[src/hw/rtl/spmq_pkg.sv]
package spmq_pkg;

  localparam int LEVEL_COUNT_DEF = 8;
  localparam int FIFO_DEPTH_DEF  = 16;

  localparam int PRIO_W      = 4;
  localparam int PAYLOAD_W   = 32;
  localparam int LEVEL_OUT_W = 3;
  localparam int CAP_W       = 5;
  localparam logic [CAP_W-1:0] CAP_RESET = 5'd16;

  // widest store address over the parameter range (16 levels x 256 slots)
  localparam int MAX_ADDR_W = 12;

  // entries in the queue between the front and the back
  localparam int QUEUE_DEPTH = 2;

  typedef enum logic [1:0] {
    ST_ADDED   = 2'd0,
    ST_DROPPED = 2'd1,
    ST_TAKEN   = 2'd2,
    ST_EMPTY   = 2'd3
  } status_t;

  typedef enum logic [1:0] {
    OP_NONE  = 2'd0,
    OP_WRITE = 2'd1,
    OP_READ  = 2'd2
  } op_t;

  typedef enum logic {
    ACT_ADD  = 1'b0,
    ACT_TAKE = 1'b1
  } action_t;

  typedef struct packed {
    op_t                    op;
    logic [MAX_ADDR_W-1:0]  addr;
    logic [PAYLOAD_W-1:0]   data;
    status_t                status;
    logic [LEVEL_OUT_W-1:0] level;
  } job_t;

endpackage

[src/hw/rtl/spmq_in_if.sv]
interface spmq_in_if;
  logic        valid;
  logic        ready;
  logic        action;
  logic [3:0]  priority_req;
  logic [31:0] payload;

  modport source (output valid, action, priority_req, payload, input ready);
  modport sink   (input valid, action, priority_req, payload, output ready);
endinterface

[src/hw/rtl/spmq_out_if.sv]
interface spmq_out_if;
  logic        valid;
  logic        ready;
  logic [1:0]  status;
  logic [31:0] payload_out;
  logic [2:0]  level_out;

  modport source (output valid, status, payload_out, level_out, input ready);
  modport sink   (input valid, status, payload_out, level_out, output ready);
endinterface

[src/hw/rtl/strict_priority_multi_queue.sv]
// Strict-priority queue of 32-bit task handles, one ring FIFO per level, level 0 most
// urgent. An add stores its handle at the tail of its level (levels at or above
// LEVEL_COUNT go to level 0) or reports it dropped when the level already holds
// capacity_in_use entries; a take pops the head of the lowest non-empty level or
// reports all empty. The front keeps pointers and fill counts and settles each
// request in the cycle it is accepted; a two-entry queue then carries it to the back,
// which owns the single-port handle store and the output register. One request is
// accepted per cycle while the queue has room; the result goes through the queue and
// then the output register before it is offered. The sustained rate of one per cycle
// while results are taken is set by the one store access per request. The store is
// not cleared at reset, so no warm-up time is needed. The user writes capacity_in_use
// through cfg_we/cfg_wdata only while no request is in flight; this is not checked.
module strict_priority_multi_queue #(
  parameter int LEVEL_COUNT = spmq_pkg::LEVEL_COUNT_DEF,
  parameter int FIFO_DEPTH  = spmq_pkg::FIFO_DEPTH_DEF
) (
  input  logic                       clk,
  input  logic                       rst,
  input  logic                       cfg_we,
  input  logic [spmq_pkg::CAP_W-1:0] cfg_wdata,
  spmq_in_if.sink                    req,
  spmq_out_if.source                 rsp
);

  logic           push_valid;
  logic           push_ready;
  spmq_pkg::job_t push_job;
  logic           pop_valid;
  logic           pop_ready;
  spmq_pkg::job_t pop_job;

  spmq_front #(
    .LEVEL_COUNT (LEVEL_COUNT),
    .FIFO_DEPTH  (FIFO_DEPTH)
  ) u_front (
    .clk        (clk),
    .rst        (rst),
    .cfg_we     (cfg_we),
    .cfg_wdata  (cfg_wdata),
    .req        (req),
    .push_valid (push_valid),
    .push_ready (push_ready),
    .push_job   (push_job)
  );

  spmq_queue u_queue (
    .clk        (clk),
    .rst        (rst),
    .push_valid (push_valid),
    .push_ready (push_ready),
    .push_job   (push_job),
    .pop_valid  (pop_valid),
    .pop_ready  (pop_ready),
    .pop_job    (pop_job)
  );

  spmq_back #(
    .LEVEL_COUNT (LEVEL_COUNT),
    .FIFO_DEPTH  (FIFO_DEPTH)
  ) u_back (
    .clk       (clk),
    .rst       (rst),
    .pop_valid (pop_valid),
    .pop_ready (pop_ready),
    .pop_job   (pop_job),
    .rsp       (rsp)
  );

endmodule

[src/hw/rtl/spmq_front.sv]
module spmq_front #(
  parameter int LEVEL_COUNT = spmq_pkg::LEVEL_COUNT_DEF,
  parameter int FIFO_DEPTH  = spmq_pkg::FIFO_DEPTH_DEF
) (
  input  logic                          clk,
  input  logic                          rst,
  input  logic                          cfg_we,
  input  logic [spmq_pkg::CAP_W-1:0]    cfg_wdata,
  spmq_in_if.sink                       req,
  output logic                          push_valid,
  input  logic                          push_ready,
  output spmq_pkg::job_t                push_job
);

  localparam int LVL_W = $clog2(LEVEL_COUNT);
  localparam int PTR_W = $clog2(FIFO_DEPTH);
  localparam int CNT_W = $clog2(FIFO_DEPTH + 1);

  logic [spmq_pkg::CAP_W-1:0] capacity;
  logic [PTR_W-1:0] rd_ptr [LEVEL_COUNT];
  logic [PTR_W-1:0] wr_ptr [LEVEL_COUNT];
  logic [CNT_W-1:0] fill   [LEVEL_COUNT];

  logic [CNT_W-1:0] cap_eff;
  logic [LVL_W-1:0] add_lvl;
  logic [LVL_W-1:0] take_lvl;
  logic             found;
  logic             is_take;
  logic             add_full;
  logic [CNT_W-1:0] wr_inc;
  logic [CNT_W-1:0] rd_inc;
  logic [PTR_W-1:0] wr_adv;
  logic [PTR_W-1:0] rd_adv;
  logic             accept;

  assign accept     = req.valid && push_ready;
  assign req.ready  = push_ready;
  assign push_valid = req.valid;
  assign is_take    = (req.action == spmq_pkg::ACT_TAKE);

  always_comb begin
    if (capacity == '0) begin
      cap_eff = CNT_W'(1);
    end else if (32'(capacity) > 32'(FIFO_DEPTH)) begin
      cap_eff = CNT_W'(FIFO_DEPTH);
    end else begin
      cap_eff = CNT_W'(capacity);
    end
  end

  // out-of-range levels fold onto level 0
  assign add_lvl = (32'(req.priority_req) >= 32'(LEVEL_COUNT)) ? '0
                                                               : LVL_W'(req.priority_req);

  always_comb begin
    found    = 1'b0;
    take_lvl = '0;
    for (int i = LEVEL_COUNT - 1; i >= 0; i--) begin
      if (fill[i] != '0) begin
        found    = 1'b1;
        take_lvl = LVL_W'(i);
      end
    end
  end

  assign add_full = (fill[add_lvl] >= cap_eff);

  // pointers wrap at the capacity in use
  assign wr_inc = CNT_W'(wr_ptr[add_lvl]) + CNT_W'(1);
  assign rd_inc = CNT_W'(rd_ptr[take_lvl]) + CNT_W'(1);
  assign wr_adv = (wr_inc >= cap_eff) ? '0 : PTR_W'(wr_inc);
  assign rd_adv = (rd_inc >= cap_eff) ? '0 : PTR_W'(rd_inc);

  always_comb begin
    push_job      = '0;
    push_job.data = req.payload;
    if (!is_take) begin
      push_job.level = spmq_pkg::LEVEL_OUT_W'(add_lvl);
      push_job.addr  = spmq_pkg::MAX_ADDR_W'(32'(add_lvl) * 32'(FIFO_DEPTH)
                                             + 32'(wr_ptr[add_lvl]));
      if (add_full) begin
        push_job.op     = spmq_pkg::OP_NONE;
        push_job.status = spmq_pkg::ST_DROPPED;
      end else begin
        push_job.op     = spmq_pkg::OP_WRITE;
        push_job.status = spmq_pkg::ST_ADDED;
      end
    end else if (found) begin
      push_job.op     = spmq_pkg::OP_READ;
      push_job.status = spmq_pkg::ST_TAKEN;
      push_job.level  = spmq_pkg::LEVEL_OUT_W'(take_lvl);
      push_job.addr   = spmq_pkg::MAX_ADDR_W'(32'(take_lvl) * 32'(FIFO_DEPTH)
                                              + 32'(rd_ptr[take_lvl]));
    end else begin
      push_job.op     = spmq_pkg::OP_NONE;
      push_job.status = spmq_pkg::ST_EMPTY;
    end
  end

  always_ff @(posedge clk) begin
    if (rst) begin
      capacity <= spmq_pkg::CAP_RESET;
      for (int i = 0; i < LEVEL_COUNT; i++) begin
        rd_ptr[i] <= '0;
        wr_ptr[i] <= '0;
        fill[i]   <= '0;
      end
    end else begin
      if (cfg_we) begin
        capacity <= cfg_wdata;
      end
      if (accept) begin
        if (!is_take && !add_full) begin
          wr_ptr[add_lvl] <= wr_adv;
          fill[add_lvl]   <= fill[add_lvl] + CNT_W'(1);
        end else if (is_take && found) begin
          rd_ptr[take_lvl] <= rd_adv;
          fill[take_lvl]   <= fill[take_lvl] - CNT_W'(1);
        end
      end
    end
  end

endmodule

[src/hw/rtl/spmq_queue.sv]
module spmq_queue (
  input  logic           clk,
  input  logic           rst,
  input  logic           push_valid,
  output logic           push_ready,
  input  spmq_pkg::job_t push_job,
  output logic           pop_valid,
  input  logic           pop_ready,
  output spmq_pkg::job_t pop_job
);

  localparam int QW = (spmq_pkg::QUEUE_DEPTH > 1) ? $clog2(spmq_pkg::QUEUE_DEPTH) : 1;
  localparam int CW = $clog2(spmq_pkg::QUEUE_DEPTH + 1);

  spmq_pkg::job_t slots [spmq_pkg::QUEUE_DEPTH];
  logic [QW-1:0] wr_idx;
  logic [QW-1:0] rd_idx;
  logic [CW-1:0] count;
  logic          do_push;
  logic          do_pop;

  assign push_ready = (count != CW'(spmq_pkg::QUEUE_DEPTH));
  assign pop_valid  = (count != '0);
  assign pop_job    = slots[rd_idx];
  assign do_push    = push_valid && push_ready;
  assign do_pop     = pop_valid && pop_ready;

  always_ff @(posedge clk) begin
    if (do_push) begin
      slots[wr_idx] <= push_job;
    end
  end

  always_ff @(posedge clk) begin
    if (rst) begin
      wr_idx <= '0;
      rd_idx <= '0;
      count  <= '0;
    end else begin
      if (do_push) begin
        wr_idx <= (wr_idx == QW'(spmq_pkg::QUEUE_DEPTH - 1)) ? '0 : wr_idx + QW'(1);
      end
      if (do_pop) begin
        rd_idx <= (rd_idx == QW'(spmq_pkg::QUEUE_DEPTH - 1)) ? '0 : rd_idx + QW'(1);
      end
      if (do_push && !do_pop) begin
        count <= count + CW'(1);
      end else if (do_pop && !do_push) begin
        count <= count - CW'(1);
      end
    end
  end

endmodule

[src/hw/rtl/spmq_back.sv]
module spmq_back #(
  parameter int LEVEL_COUNT = spmq_pkg::LEVEL_COUNT_DEF,
  parameter int FIFO_DEPTH  = spmq_pkg::FIFO_DEPTH_DEF
) (
  input  logic           clk,
  input  logic           rst,
  input  logic           pop_valid,
  output logic           pop_ready,
  input  spmq_pkg::job_t pop_job,
  spmq_out_if.source     rsp
);

  localparam int MEM_DEPTH = LEVEL_COUNT * FIFO_DEPTH;
  localparam int ADDR_W    = $clog2(MEM_DEPTH);

  logic [spmq_pkg::PAYLOAD_W-1:0] mem [MEM_DEPTH];
  logic [spmq_pkg::PAYLOAD_W-1:0] rdata;
  logic [ADDR_W-1:0]              addr;
  logic                           out_valid;
  logic                           out_read;
  spmq_pkg::status_t              out_status;
  logic [spmq_pkg::LEVEL_OUT_W-1:0] out_level;
  logic                           do_pop;

  // the output register frees when its request is taken
  assign pop_ready = !out_valid || rsp.ready;
  assign do_pop    = pop_valid && pop_ready;
  assign addr      = ADDR_W'(pop_job.addr);

  always_ff @(posedge clk) begin
    if (do_pop) begin
      case (pop_job.op)
        spmq_pkg::OP_WRITE: mem[addr] <= pop_job.data;
        spmq_pkg::OP_READ:  rdata     <= mem[addr];
        default: ;
      endcase
    end
  end

  always_ff @(posedge clk) begin
    if (rst) begin
      out_valid <= 1'b0;
    end else if (do_pop) begin
      out_valid <= 1'b1;
    end else if (rsp.ready) begin
      out_valid <= 1'b0;
    end
  end

  always_ff @(posedge clk) begin
    if (do_pop) begin
      out_read   <= (pop_job.op == spmq_pkg::OP_READ);
      out_status <= pop_job.status;
      out_level  <= pop_job.level;
    end
  end

  assign rsp.valid       = out_valid;
  assign rsp.status      = out_status;
  assign rsp.level_out   = out_level;
  assign rsp.payload_out = out_read ? rdata : '0;

endmodule

[src/flat_wrapper.sv]
// flat-port wrapper written by rule: the top's interface ports become plain ports
module strict_priority_multi_queue_flat 
#(
  parameter int LEVEL_COUNT = spmq_pkg::LEVEL_COUNT_DEF,
  parameter int FIFO_DEPTH  = spmq_pkg::FIFO_DEPTH_DEF
)
  (clk, rst, cfg_we, cfg_wdata, req_valid, req_action, req_priority_req, req_payload, req_ready, rsp_valid, rsp_status, rsp_payload_out, rsp_level_out, rsp_ready);
  spmq_in_if req_i ();
  spmq_out_if rsp_i ();
  input  logic clk;
  input  logic rst;
  input  logic cfg_we;
  input  logic [spmq_pkg::CAP_W-1:0] cfg_wdata;
  input wire logic [$bits(req_i.valid)-1:0] req_valid;
  input wire logic [$bits(req_i.action)-1:0] req_action;
  input wire logic [$bits(req_i.priority_req)-1:0] req_priority_req;
  input wire logic [$bits(req_i.payload)-1:0] req_payload;
  output wire logic [$bits(req_i.ready)-1:0] req_ready;
  output wire logic [$bits(rsp_i.valid)-1:0] rsp_valid;
  output wire logic [$bits(rsp_i.status)-1:0] rsp_status;
  output wire logic [$bits(rsp_i.payload_out)-1:0] rsp_payload_out;
  output wire logic [$bits(rsp_i.level_out)-1:0] rsp_level_out;
  input wire logic [$bits(rsp_i.ready)-1:0] rsp_ready;
  assign req_i.valid = req_valid;
  assign req_i.action = req_action;
  assign req_i.priority_req = req_priority_req;
  assign req_i.payload = req_payload;
  assign req_ready = req_i.ready;
  assign rsp_valid = rsp_i.valid;
  assign rsp_status = rsp_i.status;
  assign rsp_payload_out = rsp_i.payload_out;
  assign rsp_level_out = rsp_i.level_out;
  assign rsp_i.ready = rsp_ready;
  strict_priority_multi_queue #(.LEVEL_COUNT(LEVEL_COUNT), .FIFO_DEPTH(FIFO_DEPTH)) u_core (.clk(clk), .rst(rst), .cfg_we(cfg_we), .cfg_wdata(cfg_wdata), .req(req_i), .rsp(rsp_i));
endmodule
[config.mk]
export PLATFORM = sky130hd
export DESIGN_NAME = strict_priority_multi_queue_flat
export DESIGN_NICKNAME = d
export VERILOG_FILES = /design/src/hw/rtl/spmq_pkg.sv /design/src/hw/rtl/spmq_in_if.sv /design/src/hw/rtl/spmq_out_if.sv /design/src/hw/rtl/strict_priority_multi_queue.sv /design/src/hw/rtl/spmq_front.sv /design/src/hw/rtl/spmq_queue.sv /design/src/hw/rtl/spmq_back.sv /design/src/flat_wrapper.sv
export SDC_FILE = /design/constraint.sdc
export NUM_CORES = 2
export LEC_CHECK = 0
export CELL_PAD_IN_SITES_DETAIL_PLACEMENT = 1
export CELL_PAD_IN_SITES_GLOBAL_PLACEMENT = 2
export CORE_MARGIN = 1.5
export CORE_UTILIZATION = 45
export CTS_CLUSTER_SIZE = 25
export DETAILED_ROUTE_END_ITERATION = 7
export DONT_BUFFER_PORTS = 1
export PLACE_DENSITY = 0.74
export REMOVE_ABC_BUFFERS = 1
export SYNTH_ARGS = -nofsm -noshare
export SYNTH_HDL_FRONTEND = slang
export SYNTH_MEMORY_MAX_BITS = 65536
export SYNTH_SLANG_ARGS = --single-unit
[constraint.sdc]
create_clock -name clk -period 9.3 [get_ports clk]
set_clock_uncertainty 0.2 [all_clocks]
set_input_delay 1.86 -clock clk [delete_from_list [all_inputs] [get_ports clk]]
set_output_delay 1.86 -clock clk [all_outputs]
set_load 0.01 [all_outputs]
==> results.json <==
{
  "core_sq_um": 353000,
  "synth_largest_area_cell": "edfxtp_1",
  "grt_busiest_layer": "met2",
  "slew-limit-headroom_pct": -0.690,
  "netlist_instances": 8914,
  "multi_input_area_sq_um": 28800,
  "worst_slack_ns": 2.85,
  "slew_violations": 2,
  "clk_pin_slew_worst_paths_ns": 0.06,
  "die_area_sq_um": 359000,
  "cts_sinks": 4335,
  "port_buffers": 0,
  "r2r_cells": 11,
  "place_area_sq_um": 168000,
  "dp_slack_ns": 3.09,
  "io_pins": 86,
  "whs_path_depth": 2,
  "ir_drop_uv": 342,
  "synth-edff-count": 4324,
  "hold_viol_final": 0,
  "finalCritPeriodShare_pct": 69.3,
  "grt_max_degree": 96,
  "vias": 98000,
  "hp-class": "register to register",
  "first_global_vias": 97700,
  "p_leak_nw": 56.2,
  "crit_required_ns": 9.93,
  "rows": 218,
  "cp_max_fo": 40,
  "yosys-top-cells-area": "edfxtp_1 81%, a22oi_1 7.3%, a221oi_1 1.0%, clkbuf_1 0.94%, nand2_1 0.87%",
  "via_per_inst": 6.83,
  "post_cts_buffers": 0,
  "cp-start-kind": "register",
  "async_reset_ff_share_pct": 0,
  "antenna_found_initial": 59,
  "worstMarginPinSlew_ns": 1.50,
  "netlist.area_leader.share_pct": 81.3,
  "initialDrtViolationCount": 16900,
  "syn_avg_cell_area_sq_um": 17.9,
  "synth_area_sq_um": 160000,
  "ys.warnings.count": 0,
  "clk_latency_ns": 1.02,
  "clk_path_buf_depth": 4,
  "use_met3_pct": 8.19,
  "drive_above_1_share_pct": 13.4,
  "drt_wl_total_mm": 593,
  "grt_pass1_wl_mm": 810,
  "drc_errors": 4,
  "htreeDepth": 5,
  "die_w_um": 599,
  "hpwl_mm": 342,
  "min_period_ns": 6.45,
  "initial_utilization_pct": 45.3,
  "powerDensity_nw_per_um2": 305,
  "dr.pass1.iters": 8,
  "violations": "DRC, capacitance limit, slew limit",
  "yosysSeqAreaShare_pct": 81.4,
  "setup_viol": 0,
  "grt_overflow": 0,
  "critical_path_class": "register to register",
  "track_usage_pct": 32.6,
  "cp-end-kind": "register",
  "gp_congestion": 0.943,
  "final_area_sq_um": 183000,
  "status": "complete, but fails checks",
  "nFillCells": 32000,
  "setup_tns_ns": 0,
  "ys.flop_type": "edfxtp_1",
  "met1_usage_pct": 42.3,
  "ys_seq_elements": 4335,
  "cap_violations": 1,
  "die_height_um": 599,
  "routedWlPerCell_um": 41.4,
  "fin_nets": 9249,
  "rsz0062_at_grt": "no",
  "regArea_sq_um": 130000,
  "cts_resized": 0,
  "cts-root-buf": "clkbuf_16",
  "cts_hold_buf": 0,
  "grtUsageMet2_pct": 50.1,
  "layout_common_cells": "4324 x edfxtp_1, 1544 x a22oi_1, 444 x clkbuf_16",
  "max_freq_ghz": 0.155,
  "cts_tree": "done",
  "synth.distinct_cells": 84,
  "final_common_cell": "edfxtp_1",
  "cts_buffers": 437,
  "ant_nets": 0,
  "crit_arrival_ns": 7.07,
  "area_growth_syn_to_layout_pct": 14.4
}
[sequential cells by signal (all words and copies together) (netlist names), named ones only]
signal	cells
u_core.u_back.mem	4096
u_core.u_back.out_read	1
u_core.u_back.rdata	32
u_core.u_back.rsp.level_out	3
u_core.u_back.rsp.status	2
u_core.u_back.rsp.valid	1
u_core.u_front.capacity	5
u_core.u_front.fill	40
u_core.u_front.rd_ptr	32
u_core.u_front.wr_ptr	32
u_core.u_queue.count	2
u_core.u_queue.rd_idx	1
u_core.u_queue.slots	86
u_core.u_queue.wr_idx	1
[metrics by stage]
| stage | total power (W) | hold slack (ns) | std cells | utilization, % |
|---|---|---|---|---|
| global placement | 0.0376 | 0.286 | 13500 | 47.7 |
| CTS | 0.0554 | 0.316 | 14300 | 51.7 |
| global route | 0.0565 | 0.340 | 14300 | 51.8 |
| finish | 0.0558 | 0.313 | 14300 | 51.8 |
| detailed placement | 0.0379 | 0.298 | 13500 | 47.7 |
| floorplan | 0.0314 | 0.261 | 8329 | - |
[cell type report]
| cell class | count | share of cell area [%] |
|---|---|---|
| clock buffer | 520 | 6.24 |
| multi-input combinational | 3972 | 15.7 |
| antenna | 59 | 0.0808 |
| tap | 4730 | 3.24 |
| sequential | 4335 | 71.2 |
| clock inverter | 289 | 1.50 |
| timing repair buffer | 414 | 1.96 |
| inverter | 22 | 0.0466 |
[cells in the mapped netlist, types with 34 or more instances]
library cell / n
o21ai_0: 178
a211oi_1: 40
o22ai_1: 50
buf_1: 162
a21oi_1: 145
clkbuf_1: 401
and2_1: 37
a222oi_1: 92
nand2_1: 370
nor4_1: 34
nor2_1: 315
mux2_2: 40
nand4_1: 45
a41o_1: 89
nand3_1: 60
mux2i_1: 64
a41oi_1: 72
a31oi_1: 115
a22oi_1: 1545
a22o_1: 134
edfxtp_1: 4324
a221oi_1: 191
[final timing paths]
| check | endpoint | slack, ns | from |
|---|---|---|---|
| worst max-delay path | u_core.u_back.rdata[9] | 2.85 | register |
| worst min-delay path | u_core.u_queue.rd_idx | 0.31 | u_core.u_queue.rd_idx |
| worst max register to register | u_core.u_back.rdata[9] | 2.85 | register |
| worst min register to register | u_core.u_queue.rd_idx | 0.31 | u_core.u_queue.rd_idx |
[critical path: stages, from the launching register on]
cell	delay [ns]
dfxtp_4	0.58
buf_4	0.67
mux2_8	0.65
nor2_4	0.78
buf_4	0.64
buf_4	0.39
a222oi_1	0.20
nand4_1	0.17
o31ai_1	0.26
o21ai_0	1.13
o21ai_0	0.20
o221ai_1	0.25
[logic make-up (layout without fill, tap and decap cells)]
family	Yosys count	count (layout)	share of synthesized area, %
compound gates	2794	2794	13.2
xor+xnor	11	11	0.0603
fa+ha+maj	20	20	0.157
buf+inv	607	1245	1.45
flops	4335	4335	81.4
mux	104	104	0.683
other cells	0	59	0
simple gates	1043	1043	3.05
[power breakdown]
part	switching (W)	internal (W)	total [W]	leakage [nW]
sequential	0.000197	0.0237	0.0239	39.1
combinational	0.0111	0.00303	0.0142	10.1
clock	0.00764	0.0100	0.0177	6.90
[routing by layer]
metal / part of all wire, % / routed length (um)
met1: 36 / 214000
met2: 46 / 270000
met3: 12 / 70600
met4: 6.4 / 38200
met5: 0.025 / 147
(Power assumes the default switching activity.)
